`src/rtl/uartrx_pkg.sv`:
```
// Shared types and constants for the UART receive-FIFO register block.
// No dependencies; imported by every module of the block but uartrx_ram.
package uartrx_pkg;

    typedef enum logic [1:0] {
        OP_READ  = 2'd0,
        OP_WRITE = 2'd1,
        OP_RECV  = 2'd2
    } t_opcode;

    // register offsets relative to the bus base register
    localparam logic [2:0] OFS_DATA    = 3'd0;
    localparam logic [2:0] OFS_INT     = 3'd1;
    localparam logic [2:0] OFS_LSR     = 3'd5;
    localparam logic [2:0] OFS_SCRATCH = 3'd7;

    localparam int unsigned IER_RX_ENABLE_BIT = 0;
    localparam logic [7:0]  IIR_RX_DATA       = 8'h04;
    localparam logic [7:0]  LSR_DATA_READY    = 8'h01;

    // result of one item as it leaves the decode stage
    typedef struct packed {
        logic       pop;        // read_data comes from the FIFO memory
        logic [7:0] read_data;
        logic       tx_valid;
        logic [7:0] tx_byte;
        logic       irq;
        logic       overrun;
    } t_result;

endpackage

```
`src/rtl/uartrx_ctrl.sv`:
```
// Address decode, register file and FIFO pointers of the UART block.
// Depends on uartrx_pkg; drives the FIFO memory ports.
module uartrx_ctrl
    import uartrx_pkg::*;
#(
    parameter int RX_FIFO_DEPTH = 16,
    localparam int PTR_W = (RX_FIFO_DEPTH > 1) ? $clog2(RX_FIFO_DEPTH) : 1,
    localparam int CNT_W = $clog2(RX_FIFO_DEPTH + 1)
) (
    input  logic             i_clk,
    input  logic             i_rst_n,
    input  logic             i_cfg_valid,
    input  logic [15:0]      i_cfg_data,
    input  logic             i_accept,
    input  logic [1:0]       i_opcode,
    input  logic [15:0]      i_bus_address,
    input  logic [7:0]       i_write_data,
    input  logic [7:0]       i_received_byte,
    output t_result          o_result,
    output logic             o_mem_we,
    output logic [PTR_W-1:0] o_mem_waddr,
    output logic [7:0]       o_mem_wdata,
    output logic             o_mem_re,
    output logic [PTR_W-1:0] o_mem_raddr
);

    logic [15:0]      r_base;
    logic [CNT_W-1:0] r_count, n_count;
    logic [PTR_W-1:0] r_head, n_head;
    logic [PTR_W-1:0] r_tail, n_tail;
    logic [7:0]       r_int_enable, n_int_enable;
    logic [7:0]       r_int_ident, n_int_ident;
    logic [7:0]       r_scratch, n_scratch;
    logic             r_irq, n_irq;

    logic [15:0] offset;
    logic        in_range;
    logic        fifo_full;
    logic        fifo_empty;
    t_result     res;
    logic        push;

    assign offset     = i_bus_address - r_base;
    assign in_range   = (offset[15:3] == 13'd0);
    assign fifo_full  = (r_count == CNT_W'(RX_FIFO_DEPTH));
    assign fifo_empty = (r_count == '0);

    always_comb begin
        n_count      = r_count;
        n_head       = r_head;
        n_tail       = r_tail;
        n_int_enable = r_int_enable;
        n_int_ident  = r_int_ident;
        n_scratch    = r_scratch;
        n_irq        = r_irq;
        push         = 1'b0;
        res          = '0;
        if (i_accept) begin
            case (t_opcode'(i_opcode))
                OP_READ: begin
                    if (in_range) begin
                        case (offset[2:0])
                            OFS_DATA: begin
                                n_irq = 1'b0;
                                if (!fifo_empty) begin
                                    res.pop = 1'b1;
                                    n_head  = (r_head == PTR_W'(RX_FIFO_DEPTH - 1)) ?
                                              '0 : r_head + 1'b1;
                                    n_count = r_count - 1'b1;
                                end
                            end
                            OFS_INT:     res.read_data = r_int_ident;
                            OFS_LSR:     res.read_data = fifo_empty ? 8'd0 : LSR_DATA_READY;
                            OFS_SCRATCH: res.read_data = r_scratch;
                            default:     res.read_data = 8'd0;
                        endcase
                    end
                end
                OP_WRITE: begin
                    if (in_range) begin
                        case (offset[2:0])
                            OFS_DATA: begin
                                res.tx_valid = 1'b1;
                                res.tx_byte  = i_write_data;
                            end
                            OFS_INT: begin
                                n_int_enable = i_write_data;
                                if (!i_write_data[IER_RX_ENABLE_BIT]) begin
                                    n_irq = 1'b0;
                                end
                            end
                            OFS_SCRATCH: n_scratch = i_write_data;
                            default: ;
                        endcase
                    end
                end
                OP_RECV: begin
                    if (fifo_full) begin
                        res.overrun = 1'b1;     // drop the byte
                    end else begin
                        push    = 1'b1;
                        n_tail  = (r_tail == PTR_W'(RX_FIFO_DEPTH - 1)) ?
                                  '0 : r_tail + 1'b1;
                        n_count = r_count + 1'b1;
                        if (r_int_enable[IER_RX_ENABLE_BIT]) begin
                            n_int_ident = IIR_RX_DATA;
                            n_irq       = 1'b1;
                        end
                    end
                end
                default: ;
            endcase
        end
        res.irq = n_irq;
    end

    always_ff @(posedge i_clk) begin
        if (!i_rst_n) begin
            r_base       <= '0;
            r_count      <= '0;
            r_head       <= '0;
            r_tail       <= '0;
            r_int_enable <= '0;
            r_int_ident  <= '0;
            r_scratch    <= '0;
            r_irq        <= 1'b0;
        end else begin
            if (i_cfg_valid) begin
                r_base <= i_cfg_data;
            end
            r_count      <= n_count;
            r_head       <= n_head;
            r_tail       <= n_tail;
            r_int_enable <= n_int_enable;
            r_int_ident  <= n_int_ident;
            r_scratch    <= n_scratch;
            r_irq        <= n_irq;
        end
    end

    // read at head on every item; the data is used only when the item pops
    assign o_result    = res;
    assign o_mem_we    = push;
    assign o_mem_waddr = r_tail;
    assign o_mem_wdata = i_received_byte;
    assign o_mem_re    = i_accept;
    assign o_mem_raddr = r_head;

endmodule

```
`config.mk`:
```
export PLATFORM = sky130hd
export DESIGN_NAME = uartrx_ctrl
export DESIGN_NICKNAME = d
export VERILOG_FILES = /design/src/rtl/uartrx_pkg.sv /design/src/rtl/uartrx_ctrl.sv
export SDC_FILE = /design/constraint.sdc
export NUM_CORES = 1
export LEC_CHECK = 0
export BUFFER_PORTS_ARGS = -buffer_cell sky130_fd_sc_hd__buf_2
export CAP_MARGIN = 30
export CORE_MARGIN = 2
export CORE_UTILIZATION = 50
export CTS_BUF_LIST = sky130_fd_sc_hd__clkbuf_4
export DETAILED_ROUTE_END_ITERATION = 7
export PLACE_DENSITY = 0.78
export SYNTH_ARGS = -nofsm -noshare
export SYNTH_HDL_FRONTEND = slang
export SYNTH_SLANG_ARGS = --single-unit
```
`constraint.sdc`:
```
create_clock -name i_clk -period 9 [get_ports i_clk]
set_input_delay 1.8 -clock i_clk [delete_from_list [all_inputs] [get_ports i_clk]]
set_output_delay 1.8 -clock i_clk [all_outputs]
set_load 0.1 [all_outputs]
```
==> summary.md <==
The flow ran to the end, and the final reports show no timing, DRC or antenna violations. Counting cells, the worst reg-to-reg path comes to 10. On the worst path, the slowest cell contributes a delay of 0.73 ns. The routed wire length was 6.936 mm; the layout cell share with drive strength beyond 1 was 0.2146.

Detailed routing inserted a total of 2887 vias. The power density over the cells was 140.3 nW/um2. The async set or reset register ratio after synthesis was 0. At the pin with the least slew margin, the transition time is 0.7150 ns. Final number of max-transition violations: 0.

The synthesized design spends more area on one cell type than any other, namely sky130_fd_sc_hd__dfxtp_1. The worst hold path passes through 2 cells. In this run, distinct cell masters in the synthesized netlist total 61. The run gives 0.5134 as the initial core utilization. Ranked by total cell area, the synthesized netlist is headed by sky130_fd_sc_hd__dfxtp_1 (27%), sky130_fd_sc_hd__mux2i_1 (11%), sky130_fd_sc_hd__ha_1 (8.3%). The top routing layer in use was met4. The first-pass GRT wire length came out at 11.32 mm. Counting flops with a built-in enable in the synthesized netlist gives 0.

The worst register-to-register path has a setup slack of 5.46 ns. The root buffer cell is sky130_fd_sc_hd__clkbuf_4. The min-delay analysis places its worst path in the category reg2reg. The cell area that synthesis handed to floorplanning was 3022 um2.

Number of buffers added by the clock tree synthesis step: 5. In the routed layout, each cell is associated on average with a via count of 5.628. The layout has 559 filler cells. The I/O pin total was 92; the core footprint was 5886 um2. The later pin in the worst-skew pair is clocked with a latency of 0.35 ns. The floorplan step defined a die boundary enclosing 6681 um2. The endpoint of the worst-slack reg-to-reg timing path is o_mem_raddr[3]. The run gives 379 as the number of standard cells after synthesis.

The logs give 0.5190 for the normalized max-slew margin and 0 for the count of cells resized by post-cts repair. For the max-capacitance violation count, the log shows 0. The leading cell type in the layout, fill and taps excluded was sky130_fd_sc_hd__buf_2. The synthesis-stage register bit count works out to 40. The dominant synthesized flop cell was sky130_fd_sc_hd__dfxtp_1.

The tools report the part of the Yosys area used for sequential elements as 0.2650. The setup path with the least slack is of type in2out. The maximum clock path buffer count is 2. The area growth from synthesis to layout is 16.23%. Timing would allow up to 0.1378 GHz. The horizontal extent of the die is 81.74 um, and the final-layout worst hold slack is 0.4907 ns.

The number of global-route vias before repair was 2661. The slowest stage cell on the critical path is sky130_fd_sc_hd__nor4_1. The worst setup path is captured at an output pin. The final hold violation count is 0. TritonCTS built the clock tree. After detailed routing, the number of remaining DRC violations is 0. Number of buffers inserted by port buffering: 75. The total track usage is 0.2130, and the final routed wire length divided by cell count is 13.52 um. The maximum number of pins on one net before global-route repair came out at 23. The top cell types in the final layout, fill and taps aside, are sky130_fd_sc_hd__buf_2 (75), sky130_fd_sc_hd__nor2_1 (46), sky130_fd_sc_hd__dfxtp_1 (40).

The number of setup buffers added after CTS is 0. The floorplan has 28 rows. The tools report the startpoint type of the worst setup path as an input pin. For the endpoint required time on the critical path, the log shows 7.20 ns. Setup violations remaining at the end of the flow were counted as 0.

The signal on the critical path passes through buf_2, ha_1, a21oi_1, o21ai_0, a2111oi_0, nand4_1, nor4_1, nand4_1, nor4_1, and2_1, buf_2. The met2 routed wirelength was 3.461 mm. The run gives 0 as the count of antenna diodes in the layout. The tools report the sink of the worst hold path as r_int_ident[2].

In this run the most critical hold path is launched from r_int_ident[2]. The fraction of the cycle the final worst path needs is 0.8061, and the setup TNS after final layout is 0 ns. The run gives 187 as the number of DRC violations after detailed-routing iteration 0. The height of the chip was 81.74 um. Once detail routing completed, the nets flagged for antenna violations numbered 0. Setup repair after global routing left no endpoint under its margin. For the number of warning messages in the yosys log, the log shows 0. On the critical path the largest part of the delay comes from simple AND/OR/NAND/NOR gates. STA puts the critical path data arrival time at 5.46 ns. The met1 wire length is 2.942 mm, and the number of buffers and inverters on the critical path is 2. For the final database, setup skew stands at 0.01323 ns. In this run the critical register-to-register path is launched from r_base[0].

The critical path starts at i_bus_address[12]. In this run the static leakage power is 0.001578 uW. The final layout net count came out at 513. A synthesized cell averages 7.973 um2.

The tools report the initial antenna violation count as 0. IR analysis of the VDD net gives a maximum drop of 107.5 uV. The peak fanout along the critical path came out at 14. The post-DP HPWL is 5.374 mm, and the final RePlAce weighted congestion is 0.9183. For the count of H-tree levels built during CTS, the log shows 2.

The residual overflow from global routing was 0; the clock-pin slew on the worst setup and hold paths was 0.12 ns. For the synthesized netlist net count, the log shows 455. The logs give 439 um for the wire length on met3 and 40 for the clock sink total. The proportion of netlist area held by the largest area contributor is 0.2650. The routed design could run at a clock period as short as 7.255 ns. The tools report the number of buffers inserted for hold repair after clock tree synthesis as 0.

The run gives 4 as the detailed-routing iteration count for the pre-antenna-repair pass.
==> tightest hold or removal path, delay by kind of cell, from the launching register on <==
kind,cells,cell delay [ns]
AND/OR/NAND/NOR,1,0.07
AO/OA/AOI/OAI,1,0.05
flip-flops,1,0.35
==> report_power, final <==
part	leakage, uW	switching, uW	total, uW	internal, uW
combinational	0.00119	77.6	130	52.3
clock	0.0000654	62.0	176	114
sequential	0.000326	3.76	186	183
==> registers in the layout (all words and copies together) (netlist names) <==
register,cells
r_scratch,8
r_irq,1
r_base,16
r_int_ident,1
r_count,5
r_int_enable,1
o_mem_waddr,4
o_mem_raddr,4
==> layer usage <==
layer | up-vias | GRT usage
li1 | 1464 | -
met1 | 1324 | 0.2529
met2 | 85 | 0.3797
met3 | 14 | 0.04725
met4 | 0 | 0.06667
met5 | - | 0
==> cell families after synthesis <==
kind of cell               count (synthesis)  share of synthesized area
AOI/OAI and AO/OA                         88                     0.1992
DFF                                       40                     0.2650
adders and majority gates                 22                    0.09607
xor gates and xnor gates                   6                    0.01739
and+or+nand+nor                          137                     0.2298
buffers and inverters                     52                    0.07950
muxes                                     34                     0.1130
==> area by class of cell <==
class                   count  area, um2  area share
clock buffers               5      37.54     0.01069
clock inverters             3      90.09     0.02565
inverters                  26      97.59     0.02779
multi-input cells         287       1982      0.5643
flip-flops and latches     40      800.8      0.2280
well taps                  75      93.84     0.02672
repair buffers             77      410.4      0.1169
==> synthesized netlist by cell type, types with 2 or more instances <==
master	count
sky130_fd_sc_hd__buf_4	10
sky130_fd_sc_hd__and3_1	2
sky130_fd_sc_hd__nand2b_1	7
sky130_fd_sc_hd__o21ai_0	12
sky130_fd_sc_hd__dfxtp_1	40
sky130_fd_sc_hd__nand2_1	27
sky130_fd_sc_hd__o311ai_0	3
sky130_fd_sc_hd__clkbuf_2	2
sky130_fd_sc_hd__a31oi_1	2
sky130_fd_sc_hd__nor2b_1	4
sky130_fd_sc_hd__buf_2	4
sky130_fd_sc_hd__o211ai_1	2
sky130_fd_sc_hd__nand3_1	7
sky130_fd_sc_hd__nor3_1	2
sky130_fd_sc_hd__a2111oi_0	2
sky130_fd_sc_hd__clkbuf_1	9
sky130_fd_sc_hd__nor2_1	46
sky130_fd_sc_hd__a211oi_1	6
sky130_fd_sc_hd__or2_2	3
sky130_fd_sc_hd__nor3b_1	2
sky130_fd_sc_hd__a21boi_0	2
sky130_fd_sc_hd__nand4b_1	2
sky130_fd_sc_hd__nand4_1	5
sky130_fd_sc_hd__or3_1	4
sky130_fd_sc_hd__a2111o_1	3
sky130_fd_sc_hd__nor4_1	6
sky130_fd_sc_hd__mux2i_1	33
sky130_fd_sc_hd__xnor2_1	2
sky130_fd_sc_hd__a21oi_1	32
sky130_fd_sc_hd__o211a_1	2
sky130_fd_sc_hd__o31ai_1	3
sky130_fd_sc_hd__ha_1	20
sky130_fd_sc_hd__o21a_1	2
sky130_fd_sc_hd__xor2_1	4
sky130_fd_sc_hd__fa_1	2
sky130_fd_sc_hd__and2_1	14
sky130_fd_sc_hd__a21o_1	3
sky130_fd_sc_hd__inv_1	25
==> how the worst max path moves through the flow <==
stage                              end  slack (ns)  cells past startpoint
final                     o_result[18]        1.74                     11
after detailed placement  o_result[12]        1.76                     11
after global placement    o_result[17]        1.86                     11
after CTS                 o_result[14]        1.75                     11
after floorplan           o_result[11]        0.04                     11
after global routing      o_result[18]        1.18                     11
==> through the flow <==
step | util | setup WS [ns] | area (um2) | power [uW] | std cells
3_3_place_gp | 0.5704 | 1.862 | 3357 | 314.1 | 504
4_1_cts | 0.5967 | 1.750 | 3512 | 497.9 | 513
6_report | 0.5967 | 1.745 | 3512 | 492.6 | 513
2_1_floorplan | - | 0.04209 | 3023 | 302.0 | 379
3_5_place_dp | 0.5750 | 1.764 | 3385 | 318.5 | 505
5_1_grt | 0.5967 | 1.176 | 3512 | 518.2 | 513
Power figures use the tool's default switching activity.
